**src/design/ccd_pkg.sv**
```systemverilog
// package for the cluster cache directory: codes, types and constants
`timescale 1ns / 1ps

package ccd_pkg;

  localparam int ENTRIES_DEF = 16;
  localparam int CLUSTER_W   = 32;
  localparam int SLOT_W      = 4;
  localparam int LFSR_W      = 16;

  localparam logic [LFSR_W-1:0] LFSR_SEED = 16'h0001;
  localparam logic [LFSR_W-1:0] LFSR_TAPS = 16'hB400;

  // request kinds as carried on in_tuser
  typedef enum logic [1:0] {
    ACT_READ  = 2'd0,
    ACT_WRITE = 2'd1,
    ACT_INVAL = 2'd2,
    ACT_FLUSH = 2'd3
  } action_t;

  // sequencer states, one-hot
  typedef enum logic [7:0] {
    S_IDLE   = 8'b0000_0001,
    S_SCAN   = 8'b0000_0010,
    S_VICTIM = 8'b0000_0100,
    S_VREAD  = 8'b0000_1000,
    S_FCOUNT = 8'b0001_0000,
    S_FFIND  = 8'b0010_0000,
    S_FREAD  = 8'b0100_0000,
    S_RESULT = 8'b1000_0000
  } state_t;

  // status of the victim picker
  typedef struct packed {
    logic busy;
    logic done;
  } vic_status_t;

endpackage

```
**src/design/ccd_tag_ram.sv**
```systemverilog
// tag memory: one write port, one registered read port
`timescale 1ns / 1ps

module ccd_tag_ram #(
  parameter int ENTRIES = ccd_pkg::ENTRIES_DEF,
  localparam int IW = $clog2(ENTRIES)
) (
  input  logic                           clk,
  input  logic                           wr_en,
  input  logic [IW-1:0]                  wr_addr,
  input  logic [ccd_pkg::CLUSTER_W-1:0]  wr_data,
  input  logic [IW-1:0]                  rd_addr,
  output logic [ccd_pkg::CLUSTER_W-1:0]  rd_data
);

  logic [ccd_pkg::CLUSTER_W-1:0] mem [ENTRIES];
  logic [ccd_pkg::CLUSTER_W-1:0] rd_data_r;

  always_ff @(posedge clk) begin
    if (wr_en) begin
      mem[wr_addr] <= wr_data;
    end
  end

  always_ff @(posedge clk) begin
    rd_data_r <= mem[rd_addr];
  end

  assign rd_data = rd_data_r;

endmodule

```
**src/design/ccd_victim_gen.sv**
```systemverilog
// victim picker: lfsr advance then remainder by the slot count through a reciprocal multiply
`timescale 1ns / 1ps

module ccd_victim_gen #(
  parameter int ENTRIES = ccd_pkg::ENTRIES_DEF,
  localparam int IW = $clog2(ENTRIES),
  localparam int LW = ccd_pkg::LFSR_W,
  localparam int SH = LW + IW,
  localparam int MW = LW + 1,
  localparam int PW = LW + MW
) (
  input  logic                  clk,
  input  logic                  rst_n,
  input  logic                  start,
  output ccd_pkg::vic_status_t  status,
  output logic [IW-1:0]         victim_idx
);

  // ceil(2^SH / ENTRIES): exact quotient for every LW-bit value
  localparam logic [MW-1:0] RECIP =
    MW'(((64'd1 << SH) + 64'(ENTRIES) - 64'd1) / 64'(ENTRIES));

  logic [LW-1:0] lfsr_r, lfsr_nxt;
  logic [LW-1:0] val_r, val_nxt;
  logic [LW-1:0] quo_r, quo_nxt;
  logic [IW-1:0] rem_r, rem_nxt;
  logic          step_r, step_nxt;
  logic          busy_r, busy_nxt;
  logic          done_r, done_nxt;
  logic [LW-1:0] lfsr_adv;
  logic [PW-1:0] prod;
  logic [LW-1:0] back;

  // galois step
  assign lfsr_adv = lfsr_r[0] ? ((lfsr_r >> 1) ^ ccd_pkg::LFSR_TAPS) : (lfsr_r >> 1);
  assign prod     = PW'(val_r) * PW'(RECIP);
  // quotient times slot count never exceeds the value, so no overflow
  assign back     = quo_r * LW'(ENTRIES);

  always_comb begin
    lfsr_nxt = lfsr_r;
    val_nxt  = val_r;
    quo_nxt  = quo_r;
    rem_nxt  = rem_r;
    step_nxt = step_r;
    busy_nxt = busy_r;
    done_nxt = 1'b0;
    if (start) begin
      lfsr_nxt = lfsr_adv;
      val_nxt  = lfsr_adv;
      step_nxt = 1'b0;
      busy_nxt = 1'b1;
    end else if (busy_r) begin
      if (!step_r) begin
        // quotient from the reciprocal product
        quo_nxt  = LW'(prod >> SH);
        step_nxt = 1'b1;
      end else begin
        // remainder, exact so no correction step
        rem_nxt  = IW'(val_r - back);
        busy_nxt = 1'b0;
        done_nxt = 1'b1;
      end
    end
  end

  always_ff @(posedge clk) begin
    if (!rst_n) begin
      lfsr_r <= ccd_pkg::LFSR_SEED;
      busy_r <= 1'b0;
      done_r <= 1'b0;
    end else begin
      lfsr_r <= lfsr_nxt;
      busy_r <= busy_nxt;
      done_r <= done_nxt;
    end
  end

  always_ff @(posedge clk) begin
    val_r  <= val_nxt;
    quo_r  <= quo_nxt;
    rem_r  <= rem_nxt;
    step_r <= step_nxt;
  end

  assign status.busy = busy_r;
  assign status.done = done_r;
  assign victim_idx  = rem_r;

endmodule

```
**src/design/cluster_cache_directory.sv**
```systemverilog
// top level of the cluster cache directory: sequencer, slot flags and result register
`timescale 1ns / 1ps

// channel  direction  ports                          contents
// in       slave      in_tvalid/in_tready            in_tdata: cluster_number, in_tuser: action
// out      master     out_tvalid/out_tready/tlast    out_tdata: slot, write_back_cluster,
//                                                    out_tuser: hit, write_back, nothing_done
//
// read, write, invalidate: one tag compared per cycle in slot order, read pipelined
//   through the tag memory; a miss scans every slot, a hit ends the scan early
// a miss with every slot valid and dirty adds a victim pick: lfsr step, reciprocal
//   quotient and remainder, then the victim tag read
// flush: a counting pass over every slot, then a find pass that stops on each dirty
//   slot to read its tag; one result per dirty slot, or one nothing_done result if none
// reset clears the valid and dirty flags; tags need no clear
// in_tready is high only while idle; a result waiting on out_tready stalls
//   the next load of the result register, and the sequencer waits in its result state

module cluster_cache_directory #(
  parameter int ENTRIES = ccd_pkg::ENTRIES_DEF
) (
  input  logic        clk,
  input  logic        rst_n,
  input  logic        in_tvalid,
  output logic        in_tready,
  input  logic [31:0] in_tdata,   // [31:0] cluster_number
  input  logic [1:0]  in_tuser,   // [1:0] action
  output logic        out_tvalid,
  input  logic        out_tready,
  output logic [39:0] out_tdata,  // [3:0] slot, [35:4] write_back_cluster, [39:36] zero
  output logic [2:0]  out_tuser,  // [0] hit, [1] write_back, [2] nothing_done
  output logic        out_tlast
);

  localparam int IW = $clog2(ENTRIES);
  localparam int CW = $clog2(ENTRIES + 1);
  localparam int TW = ccd_pkg::CLUSTER_W;

  ccd_pkg::state_t  state_r, state_nxt;
  ccd_pkg::action_t act_r, act_nxt;

  logic [TW-1:0]      clu_r, clu_nxt;
  logic [CW-1:0]      cnt_r, cnt_nxt;
  logic [CW-1:0]      fcount_r, fcount_nxt;
  logic               pipe_r, pipe_nxt;
  logic               cmp_vld_r, cmp_vld_nxt;
  logic [IW-1:0]      cmp_idx_r, cmp_idx_nxt;
  logic               inv_fnd_r, inv_fnd_nxt;
  logic [IW-1:0]      inv_idx_r, inv_idx_nxt;
  logic               cln_fnd_r, cln_fnd_nxt;
  logic [IW-1:0]      cln_idx_r, cln_idx_nxt;
  logic               hit_r, hit_nxt;
  logic [IW-1:0]      slot_r, slot_nxt;
  logic               wb_r, wb_nxt;
  logic [TW-1:0]      wbc_r, wbc_nxt;
  logic               none_r, none_nxt;
  logic               last_r, last_nxt;
  logic [ENTRIES-1:0] valid_r, valid_nxt;
  logic [ENTRIES-1:0] dirty_r, dirty_nxt;

  logic [IW-1:0] idx;
  logic [IW-1:0] rd_addr;
  logic [TW-1:0] tag_rd;
  logic          wr_en;
  logic [TW-1:0] wr_data;
  logic          vic_start;
  logic [IW-1:0] vic_idx;
  logic          out_free;
  logic          out_load;

  ccd_pkg::vic_status_t vic_status;

  // result register
  logic                       out_valid_r;
  logic [ccd_pkg::SLOT_W-1:0] out_slot_r;
  logic [TW-1:0]              out_wbc_r;
  logic                       out_hit_r;
  logic                       out_wb_r;
  logic                       out_none_r;
  logic                       out_last_r;

  assign idx      = cnt_r[IW-1:0];
  assign out_free = !out_valid_r || out_tready;

  ccd_tag_ram #(.ENTRIES(ENTRIES)) u_tag_ram (
    .clk     (clk),
    .wr_en   (wr_en),
    .wr_addr (slot_r),
    .wr_data (wr_data),
    .rd_addr (rd_addr),
    .rd_data (tag_rd)
  );

  ccd_victim_gen #(.ENTRIES(ENTRIES)) u_victim (
    .clk        (clk),
    .rst_n      (rst_n),
    .start      (vic_start),
    .status     (vic_status),
    .victim_idx (vic_idx)
  );

  always_comb begin
    state_nxt   = state_r;
    act_nxt     = act_r;
    clu_nxt     = clu_r;
    cnt_nxt     = cnt_r;
    fcount_nxt  = fcount_r;
    pipe_nxt    = pipe_r;
    cmp_vld_nxt = cmp_vld_r;
    cmp_idx_nxt = cmp_idx_r;
    inv_fnd_nxt = inv_fnd_r;
    inv_idx_nxt = inv_idx_r;
    cln_fnd_nxt = cln_fnd_r;
    cln_idx_nxt = cln_idx_r;
    hit_nxt     = hit_r;
    slot_nxt    = slot_r;
    wb_nxt      = wb_r;
    wbc_nxt     = wbc_r;
    none_nxt    = none_r;
    last_nxt    = last_r;
    valid_nxt   = valid_r;
    dirty_nxt   = dirty_r;
    rd_addr     = idx;
    wr_en       = 1'b0;
    wr_data     = clu_r;
    vic_start   = 1'b0;
    out_load    = 1'b0;

    case (state_r)
      ccd_pkg::S_IDLE: begin
        if (in_tvalid) begin
          act_nxt     = ccd_pkg::action_t'(in_tuser);
          clu_nxt     = in_tdata;
          cnt_nxt     = '0;
          fcount_nxt  = '0;
          pipe_nxt    = 1'b0;
          inv_fnd_nxt = 1'b0;
          cln_fnd_nxt = 1'b0;
          hit_nxt     = 1'b0;
          slot_nxt    = '0;
          wb_nxt      = 1'b0;
          wbc_nxt     = '0;
          none_nxt    = 1'b0;
          last_nxt    = 1'b1;
          state_nxt   = (ccd_pkg::action_t'(in_tuser) == ccd_pkg::ACT_FLUSH) ?
                        ccd_pkg::S_FCOUNT : ccd_pkg::S_SCAN;
        end
      end

      ccd_pkg::S_SCAN: begin
        // issue stage: read tag, note first free and first clean slot
        pipe_nxt = 1'b0;
        if (cnt_r < CW'(ENTRIES)) begin
          pipe_nxt    = 1'b1;
          cmp_vld_nxt = valid_r[idx];
          cmp_idx_nxt = idx;
          cnt_nxt     = cnt_r + 1'b1;
          if (!valid_r[idx] && !inv_fnd_r) begin
            inv_fnd_nxt = 1'b1;
            inv_idx_nxt = idx;
          end
          if (!dirty_r[idx] && !cln_fnd_r) begin
            cln_fnd_nxt = 1'b1;
            cln_idx_nxt = idx;
          end
        end
        // compare stage: the shared tag comparator
        if (pipe_r && cmp_vld_r && (tag_rd == clu_r)) begin
          hit_nxt   = 1'b1;
          slot_nxt  = cmp_idx_r;
          state_nxt = ccd_pkg::S_RESULT;
        end else if (!pipe_r && (cnt_r == CW'(ENTRIES))) begin
          if (act_r == ccd_pkg::ACT_INVAL) begin
            none_nxt  = 1'b1;
            slot_nxt  = '0;
            state_nxt = ccd_pkg::S_RESULT;
          end else if (inv_fnd_r) begin
            slot_nxt  = inv_idx_r;
            state_nxt = ccd_pkg::S_RESULT;
          end else if (cln_fnd_r) begin
            slot_nxt  = cln_idx_r;
            state_nxt = ccd_pkg::S_RESULT;
          end else begin
            vic_start = 1'b1;
            state_nxt = ccd_pkg::S_VICTIM;
          end
        end
      end

      ccd_pkg::S_VICTIM: begin
        if (vic_status.done) begin
          rd_addr   = vic_idx;
          slot_nxt  = vic_idx;
          state_nxt = ccd_pkg::S_VREAD;
        end
      end

      ccd_pkg::S_VREAD: begin
        wb_nxt    = 1'b1;
        wbc_nxt   = tag_rd;
        state_nxt = ccd_pkg::S_RESULT;
      end

      ccd_pkg::S_FCOUNT: begin
        if (cnt_r < CW'(ENTRIES)) begin
          if (valid_r[idx] && dirty_r[idx]) begin
            fcount_nxt = fcount_r + 1'b1;
          end
          cnt_nxt = cnt_r + 1'b1;
        end else if (fcount_r == '0) begin
          none_nxt  = 1'b1;
          state_nxt = ccd_pkg::S_RESULT;
        end else begin
          cnt_nxt   = '0;
          state_nxt = ccd_pkg::S_FFIND;
        end
      end

      ccd_pkg::S_FFIND: begin
        if (cnt_r < CW'(ENTRIES)) begin
          cnt_nxt = cnt_r + 1'b1;
          if (valid_r[idx] && dirty_r[idx]) begin
            slot_nxt  = idx;
            state_nxt = ccd_pkg::S_FREAD;
          end
        end else begin
          state_nxt = ccd_pkg::S_IDLE;
        end
      end

      ccd_pkg::S_FREAD: begin
        wb_nxt    = 1'b1;
        wbc_nxt   = tag_rd;
        last_nxt  = (fcount_r == CW'(1));
        state_nxt = ccd_pkg::S_RESULT;
      end

      ccd_pkg::S_RESULT: begin
        if (out_free) begin
          out_load  = 1'b1;
          state_nxt = ccd_pkg::S_IDLE;
          case (act_r)
            ccd_pkg::ACT_READ, ccd_pkg::ACT_WRITE: begin
              if (hit_r) begin
                if (act_r == ccd_pkg::ACT_WRITE) begin
                  dirty_nxt[slot_r] = 1'b1;
                end
              end else begin
                valid_nxt[slot_r] = 1'b1;
                dirty_nxt[slot_r] = (act_r == ccd_pkg::ACT_WRITE);
                wr_en             = 1'b1;
              end
            end
            ccd_pkg::ACT_INVAL: begin
              if (hit_r) begin
                valid_nxt[slot_r] = 1'b0;
                dirty_nxt[slot_r] = 1'b0;
                wr_en             = 1'b1;
                wr_data           = '0;
              end
            end
            ccd_pkg::ACT_FLUSH: begin
              if (!none_r) begin
                dirty_nxt[slot_r] = 1'b0;
                fcount_nxt        = fcount_r - 1'b1;
                if (!last_r) begin
                  state_nxt = ccd_pkg::S_FFIND;
                end
              end
            end
            default: begin
              state_nxt = ccd_pkg::S_IDLE;
            end
          endcase
        end
      end

      default: begin
        state_nxt = ccd_pkg::S_IDLE;
      end
    endcase
  end

  always_ff @(posedge clk) begin
    if (!rst_n) begin
      state_r     <= ccd_pkg::S_IDLE;
      valid_r     <= '0;
      dirty_r     <= '0;
      pipe_r      <= 1'b0;
      out_valid_r <= 1'b0;
    end else begin
      state_r <= state_nxt;
      valid_r <= valid_nxt;
      dirty_r <= dirty_nxt;
      pipe_r  <= pipe_nxt;
      if (out_load) begin
        out_valid_r <= 1'b1;
      end else if (out_tready) begin
        out_valid_r <= 1'b0;
      end
    end
  end

  // working registers, no reset needed
  always_ff @(posedge clk) begin
    act_r     <= act_nxt;
    clu_r     <= clu_nxt;
    cnt_r     <= cnt_nxt;
    fcount_r  <= fcount_nxt;
    cmp_vld_r <= cmp_vld_nxt;
    cmp_idx_r <= cmp_idx_nxt;
    inv_fnd_r <= inv_fnd_nxt;
    inv_idx_r <= inv_idx_nxt;
    cln_fnd_r <= cln_fnd_nxt;
    cln_idx_r <= cln_idx_nxt;
    hit_r     <= hit_nxt;
    slot_r    <= slot_nxt;
    wb_r      <= wb_nxt;
    wbc_r     <= wbc_nxt;
    none_r    <= none_nxt;
    last_r    <= last_nxt;
  end

  // result payload, loaded when the register is free
  always_ff @(posedge clk) begin
    if (out_load) begin
      out_slot_r <= ccd_pkg::SLOT_W'(slot_r);
      out_wbc_r  <= wbc_r;
      out_hit_r  <= hit_r;
      out_wb_r   <= wb_r;
      out_none_r <= none_r;
      out_last_r <= last_r;
    end
  end

  assign in_tready  = (state_r == ccd_pkg::S_IDLE);
  assign out_tvalid = out_valid_r;
  assign out_tdata  = {4'b0000, out_wbc_r, out_slot_r};
  assign out_tuser  = {out_none_r, out_wb_r, out_hit_r};
  assign out_tlast  = out_last_r;

endmodule

```
**config.mk**
```make
export PLATFORM = sky130hd
export DESIGN_NAME = cluster_cache_directory
export DESIGN_NICKNAME = d
export VERILOG_FILES = /design/src/design/ccd_pkg.sv /design/src/design/ccd_tag_ram.sv /design/src/design/ccd_victim_gen.sv /design/src/design/cluster_cache_directory.sv
export SDC_FILE = /design/constraint.sdc
export NUM_CORES = 1
export LEC_CHECK = 0
export BUFFER_PORTS_ARGS = -buffer_cell sky130_fd_sc_hd__buf_4
export CAP_MARGIN = 20
export CORE_MARGIN = 2
export CORE_UTILIZATION = 35
export CTS_BUF_LIST = sky130_fd_sc_hd__clkbuf_4
export DETAILED_ROUTE_END_ITERATION = 6
export PLACE_DENSITY = 0.55
export SLEW_MARGIN = 5
export SYNTH_ARGS = -nofsm -noshare
export SYNTH_HDL_FRONTEND = slang
export SYNTH_SLANG_ARGS = --single-unit
```
**constraint.sdc**
```tcl
create_clock -name clk -period 14.6 [get_ports clk]
set_input_delay 2.92 -clock clk [delete_from_list [all_inputs] [get_ports clk]]
set_output_delay 2.92 -clock clk [all_outputs]
set_load 0.01 [all_outputs]
```
==> summary.md, run 1 <==
| Metric | Value |
|---|---|
| Run status | `finished clean` |
| Largest net degree at the start of global routing | `136` |
| Net Switching | `approximately 1.8 mW` |
| Most area-hungry cell type in the Yosys netlist | `edfxtp_1` |
| Final Hold Viols | `0` |
| LEAKAGE | `12.3 nW` |
| Hold Crit Class | `reg -> reg` |
| Hpwl dp | `between 30 and 40 mm` |
| Slew @ Worst Pin | `roughly 1.1 ns` |
| Maximum clock insertion buffer count | `3` |
| Pins Over Slew Limit | `0` |
| Synth Register Bits | `752` |
| Top area cells in the synthesized netlist | `edfxtp_1 (68%), mux2i_1 (9.1%), dfxtp_1 (6.4%), o22ai_1 (1.4%), and2_1 (1.4%)` |
| PortBufs | `79` |
| Place WS | `9.19 ns` |
| Post-Syn Area | `29300 sq um` |
| Power share of the clock group | `0.306` |
| ANT nets after route | `0` |
| P&R area growth vs syn | `15.0%` |
| Crit path launch type | `flop` |
| RePlAce Congestion | `approximately 0.80` |
| Core Region | `just over 80000 sq um` |
| Final setup fails | `0` |
| Maximum vdd ir drop | `roughly 130 uV` |
| Clock root cell | `clkbuf_4` |
| Cell Pwr Density | `172 nW/um^2` |
| CTS tree | `yes` |
| Reg clk slew, reported paths | `0.06 ns` |
| Prevailing post-synth register cell | `edfxtp_1` |
| DRC Markers | `0` |
| Synth top area share | `0.676` |
| Post-Route WL | `71.0 mm` |
| Synth cell types | `68` |
| CTS Sinks | `between 700 and 800` |
| Drt first pass iters | `6` |
| Filler instances | `7547` |
| Initial drt markers | `1364` |
| Crit path capture type | `primary output` |
| Critical path class | `reg -> out` |
| YS warnings | `0` |
| GRT overflow | `0` |
| CTS Hold Buffers Added | `0` |
| Initial antenna violation count | `3` |
| Max-cap violations | `0` |
| Effective utilization at floorplan | `0.352` |
| Resized cells post-CTS | `0` |
| Period minus WS final | `about 5.4 ns` |
| Design area | `33600 sq um` |
| Post-DP Area | `a little over 30000 sq um` |
| Nets | `a little over 2000` |
| Pint | `4.00 mW` |
| Vert. Die Dim | `approximately 290 um` |
| Worst Path Arrival | `2.50 ns` |
| Sequential Power Share | `0.466` |
| Number of flops mapped to enable cells by yosys | `roughly 660` |
| RSZ-0062 raised after global routing | `false` |
| Global-route wire length before repair | `103 mm` |
| Via density | `5.03` |
| Die area | `approximately 86000 sq um` |
| Drt wl/cell | `21.9 um` |
| Rows | `around 110` |
| Post-CTS Setup Repair Bufs | `0` |
| All-Layer GR Usage | `0.164` |
| Fin worst setup slack | `9.18 ns` |
| Achievable Freq | `between 0.15 and 0.2 GHz` |
| Worst Clk Skew | `0.0705 ns` |
| Sw frac | `0.311` |
| H-tree depth | `4` |
| Multi-input logic area | `7190 sq um` |
| Combinational power share | `0.228` |
| Vias post-DR | `16300` |
| Layout cells sized above 1 | `0.217` |
| Sequential area share after synthesis | `0.740` |
| Mapped Cells | `1783` |
| FF+latch area | `21700 sq um` |
| Most common cell in the netlist | `edfxtp_1` |
| Slew headroom | `0.263` |
| Asr flop ratio synth | `0` |
| Period utilisation layout | `0.371` |
| Vias in the first global route | `16500` |
| Top post-synthesis cells by count | `edfxtp_1 (659), mux2i_1 (266), dfxtp_1 (93), nand2_1 (92), o22ai_1 (67)` |
| Syn avg cell area | `16.4 sq um` |
| Latest clock arrival within the worst-skew pair | `1.04 ns` |
| Boundary pin count | `84` |
| Setup TNS | `0 ns` |
| CP required | `between 10 and 15 ns` |
| Worst Path Max Fanout | `7` |
| Num CTS Buffers | `186` |
| DIE WIDTH | `293 um` |
## registers in the layout, indices dropped and copies added (netlist names), 2 cells and up, named ones only
| name | count |
|---|---|
| act_r | 2 |
| cln_idx_r | 4 |
| clu_r | 32 |
| cmp_idx_r | 4 |
| cnt_r | 5 |
| dirty_r | 16 |
| fcount_r | 5 |
| inv_idx_r | 4 |
| out_slot_r | 4 |
| out_wbc_r | 32 |
| slot_r | 4 |
| state_r | 8 |
| u_tag_ram.mem | 512 |
| u_tag_ram.rd_data | 32 |
| u_victim.lfsr_r | 16 |
| u_victim.val_r | 4 |
| u_victim.victim_idx | 4 |
| wbc_r | 32 |
## critical path: stages, from the launching register on
cell and delay [ns]:
dfxtp_1 0.39, nor4_4 0.49, nand4b_1 0.25, inv_1 0.21, buf_4 0.15
## metal layers
metal | vias up | routed length, um | track usage | part of all wire
met5 | - | 0 | 0 | 0
met4 | 0 | 1160 | 0.0540 | 0.016
met3 | 88 | 4010 | 0.0425 | 0.057
met2 | 460 | 35200 | 0.275 | 0.50
met1 | 8222 | 30600 | 0.208 | 0.43
li1 | 7490 | - | - | -
## cell type report
cell class,instances,area share
inverter,12,0.00134
tap,1080,0.0402
timing repair buffer,111,0.0271
antenna,3,0.000223
clock inverter,69,0.0113
multi-input combinational,926,0.214
sequential,752,0.644
clock buffer,281,0.0627
## cell families after synthesis
family,Yosys count,synth area share
flops,752,0.740
simple gates,358,0.0665
mux,277,0.0985
compound gates,242,0.0607
buf+inv,108,0.0200
xor+xnor,39,0.0117
fa+ha+maj,6,0.00257
other cells,1,0.000128
## per-stage QoR
step	util	instances	total power, mW	hold WS, ns
finish	0.405	3234	5.80	0.399
global placement	0.373	2877	4.04	0.403
detailed placement	0.374	2879	4.07	0.405
floorplan	-	1786	3.65	0.400
global route	0.405	3234	6.09	0.409
CTS	0.404	3229	5.87	0.396
## power groups by stage
stage / combinational (mW) / clock [mW] / sequential (mW)
global placement: 1.29 / 0 / 2.75
CTS: 1.33 / 1.83 / 2.71
finish: 1.33 / 1.78 / 2.70
floorplan: 0.980 / 0 / 2.67
global route: 1.42 / 1.95 / 2.72
detailed placement: 1.32 / 0 / 2.75
## cell usage in the layout (no fill, tap or decap), drive strengths merged, types with 6 or more instances in the layout
master | netlist | final
o22ai | 67 | 67
mux4 | 8 | 8
a21boi | 29 | 29
dfxtp | 93 | 93
a22oi | 6 | 6
or3 | 33 | 33
nand2 | 94 | 94
mux2i | 267 | 267
nor3 | 7 | 7
clkbuf | 44 | 281
o21ai | 30 | 30
edfxtp | 659 | 659
ha | 6 | 6
and2 | 66 | 66
nor4 | 9 | 9
clkinv | 0 | 56
nand3 | 29 | 29
nand4 | 15 | 15
inv | 12 | 21
nor2b | 13 | 13
o211a | 20 | 20
xnor2 | 30 | 30
a21oi | 6 | 6
o22a | 33 | 33
nor2 | 55 | 55
xor2 | 9 | 9
nand2b | 12 | 12
nand4b | 6 | 6
o221ai | 32 | 32
buf | 52 | 111
## worst paths after layout
check / from / endpoint / slack, ns / cells past startpoint
setup / recovery: state_r[1] / in_tready / 9.18 / 4
hold / removal: wbc_r[8] / out_wbc_r[8] / 0.40 / 0
setup reg to reg: state_r[0] / u_tag_ram.rd_data[22] / 10.43 / 10
hold reg to reg: wbc_r[8] / out_wbc_r[8] / 0.40 / 0
Note: power is estimated with default switching activity, not from simulation.
==> run 2, diff against run 1 <==
PLACE_DENSITY = 0.57   (was 0.55)
clock period = 4.7 ns   (was 14.6 ns; I/O delays follow)
==> summary.md, run 2 (synthesis gave the netlist of run 1 again) <==
| Metric | Value |
|---|---|
| Largest net degree at the start of global routing | `61 (-55%)` |
| Initial antenna violation count | `2 (-1)` |
| Worst hold stages | `1 (+1)` |
| Largest reg by FF count | `u_tag_ram.mem` |
| Commonest non-fill, non-tap cell in the layout | `edfxtp_1` |
| Die area | `85900 sq um (unchanged)` |
| All-Layer GR Usage | `0.176 (+0.0119)` |
| Crit path largest cell delay | `0.48 ns (about the same)` |
| Via density | `5.11 (+1.6%)` |
| Boundary pin count | `84 (unchanged)` |
| Crit path launch type | `flop` |
| Critical path cell sequence | `nor4_4 > nand4b_1 > inv_1 > buf_4` |
| Cell Pwr Density | `534 nW/um^2 (+210%)` |
| CTS Sinks | `752 (unchanged)` |
| Critical path buffer and inverter count | `2 (unchanged)` |
| Vias post-DR | `16800 (+3.5%)` |
| Maximum vdd ir drop | `292 uV (+130%)` |
| Achievable Freq | `0.293 GHz` |
| P&R area growth vs syn | `16.9%` |
| Worst Clk Skew | `0.0690 ns (-0.00147 ns)` |
| GRT overflow | `0 (unchanged)` |
| H-tree depth | `4 (unchanged)` |
| Worst r2r path cells | `6 (-4)` |
| ANT nets after route | `0 (unchanged)` |
| Global-route wire length before repair | `110 mm (+6.8%)` |
| Worst Path Arrival | `2.47 ns (-0.03 ns)` |
| Effective utilization at floorplan | `0.352 (unchanged)` |
| Max-cap violations | `0 (unchanged)` |
| Final setup fails | `0 (unchanged)` |
| Vert. Die Dim | `293 um (unchanged)` |
| Reg clk slew, reported paths | `0.07 ns (about the same)` |
| Worst R2R End | `slot_r[1]` |
| Core Region | `83200 sq um (unchanged)` |
| Clock root cell | `clkbuf_4` |
| Period utilisation layout | `0.725` |
| Slew headroom | `0.283 (+0.0205)` |
| Latest clock arrival within the worst-skew pair | `1.07 ns (+0.03 ns)` |
| Initial drt markers | `1412 (+3.5%)` |
| Top delay family on crit path | `simple AND/OR/NAND/NOR gates` |
| Rows | `106 (unchanged)` |
| Post-Route WL | `76.0 mm (+7.1%)` |
| Resized cells post-CTS | `0 (unchanged)` |
| Overall power | `18.3 mW (+210%)` |
| Pins Over Slew Limit | `0 (unchanged)` |
| Nets | `2087 (+2.7%)` |
| Period minus WS final | `roughly 3.4 ns` |
| Hold Crit Class | `in -> reg` |
| Drt first pass iters | `5 (-1)` |
| Most frequent cells in the layout | `edfxtp_1 (659), clkbuf_4 (286), mux2i_1 (266)` |
| Drt wl/cell | `23.1 um (+5.2%)` |
| RSZ-0062 raised after global routing | `false` |
| Crit path capture type | `primary output` |
| Hpwl dp | `42.1 mm (+9.9%)` |
| Critical-path top delay cell | `nor4_4` |
| Maximum clock insertion buffer count | `3 (unchanged)` |
| Critical path class | `reg -> out` |
| Run status | `finished clean` |
| Min-Delay Endpoint | `clu_r[16]` |
| Reg2reg setup slack | `1.36 ns (-9.07 ns)` |
| RePlAce Congestion | `0.828 (+3.6%)` |
| DIE WIDTH | `293 um (unchanged)` |
| Util after Layout | `0.411 (+0.00688)` |
| Worst Path Max Fanout | `7 (unchanged)` |
| LEAKAGE | `12.6 nW (+2.2%)` |
| Layout cells sized above 1 | `0.220 (+0.00331)` |
| PortBufs | `79 (unchanged)` |
| Min-delay src | `in_tdata[16]` |
| Vias in the first global route | `17100 (+3.5%)` |
| Num CTS Buffers | `186 (unchanged)` |
| Max reg flops | `512 (unchanged)` |
| Final Hold Viols | `0 (unchanged)` |
| Worst r2r src | `clu_r[26]` |
| CP required | `3.76 ns (-7.92 ns)` |
| DRC Markers | `0 (unchanged)` |
| Slew @ Worst Pin | `1.07 ns (-0.0269 ns)` |
| CTS tree | `yes` |
==> run 2: cell count changes in the layout (fill, tap and decap cells not counted), sizes merged, moves of 2 or more <==
cell         before  now
bufinv            2    4
buf             111  135
clkbuf          281  286
inv              21   18
diode             3    7
dlygate4sd3       0   30
clkinv           56   53
==> run 2: layer usage <==
layer  track usage  wire length (um)
met5             0                 0
met4        0.0634              1710
met3        0.0382              4280
met2         0.297             38100
met1         0.224             31900
==> run 2: report_power, final <==
part,leakage (nW),switching (mW),internal (mW)
logic,4.32,2.55,1.62
clock network,1.50,2.66,3.01
registers,6.74,0.459,7.96
total,12.6,5.67,12.6
==> run 2: worst reg2reg max path, stage by stage, from the launching register on <==
cell	delay, ns
edfxtp_1	0.44
xor2_1	0.28
or4b_1	0.56
nor4_1	0.39
nand3_2	0.36
o211a_1	0.25
nor4_1	0.69
==> run 2: metrics by stage <==
| stage | hold slack (ns) | TNS, ns | cells | cell area, sq um | setup WS (ns) |
|---|---|---|---|---|---|
| floorplan | 0.400 | -17.72 | 1786 | 29300 | -0.0618 |
| global placement | 0.403 | 0 | 2905 | 31400 | 1.46 |
| detailed placement | 0.405 | 0 | 2905 | 31400 | 1.34 |
| CTS | 0.00108 | 0 | 3285 | 34200 | 1.19 |
| global route | -0.0127 | 0 | 3292 | 34200 | 1.11 |
| finish | 0.107 | 0 | 3292 | 34200 | 1.29 |
==> run 2: final cells by class <==
cell class,instances,area (sq um)
fillers,7488,48900
flip-flops and latches,752,21700
multi-input cells,926,7180
clock buffers,286,2150
repair buffers,165,1440
well taps,1080,1350
clock inverters,64,385
inverters,12,45.0
diodes,7,17.5
==> run 2: worst max path at each step <==
stage | startpoint | end | cells past startpoint
after floorplan | state_r[1] | u_tag_ram.mem[15][0] | 6
after global placement | clu_r[26] | slot_r[0] | 6
after detailed placement | clu_r[26] | slot_r[0] | 6
after CTS | state_r[1] | in_tready | 4
after global routing | state_r[1] | in_tready | 4
final | state_r[1] | in_tready | 4
==> run 2: timing repair <==
| item | CTS | global route |
|---|---|---|
| hold endpoints to repair | 30 | 0 |
| buffers inserted | 0 | 0 |
| hold buffers | 30 | 0 |
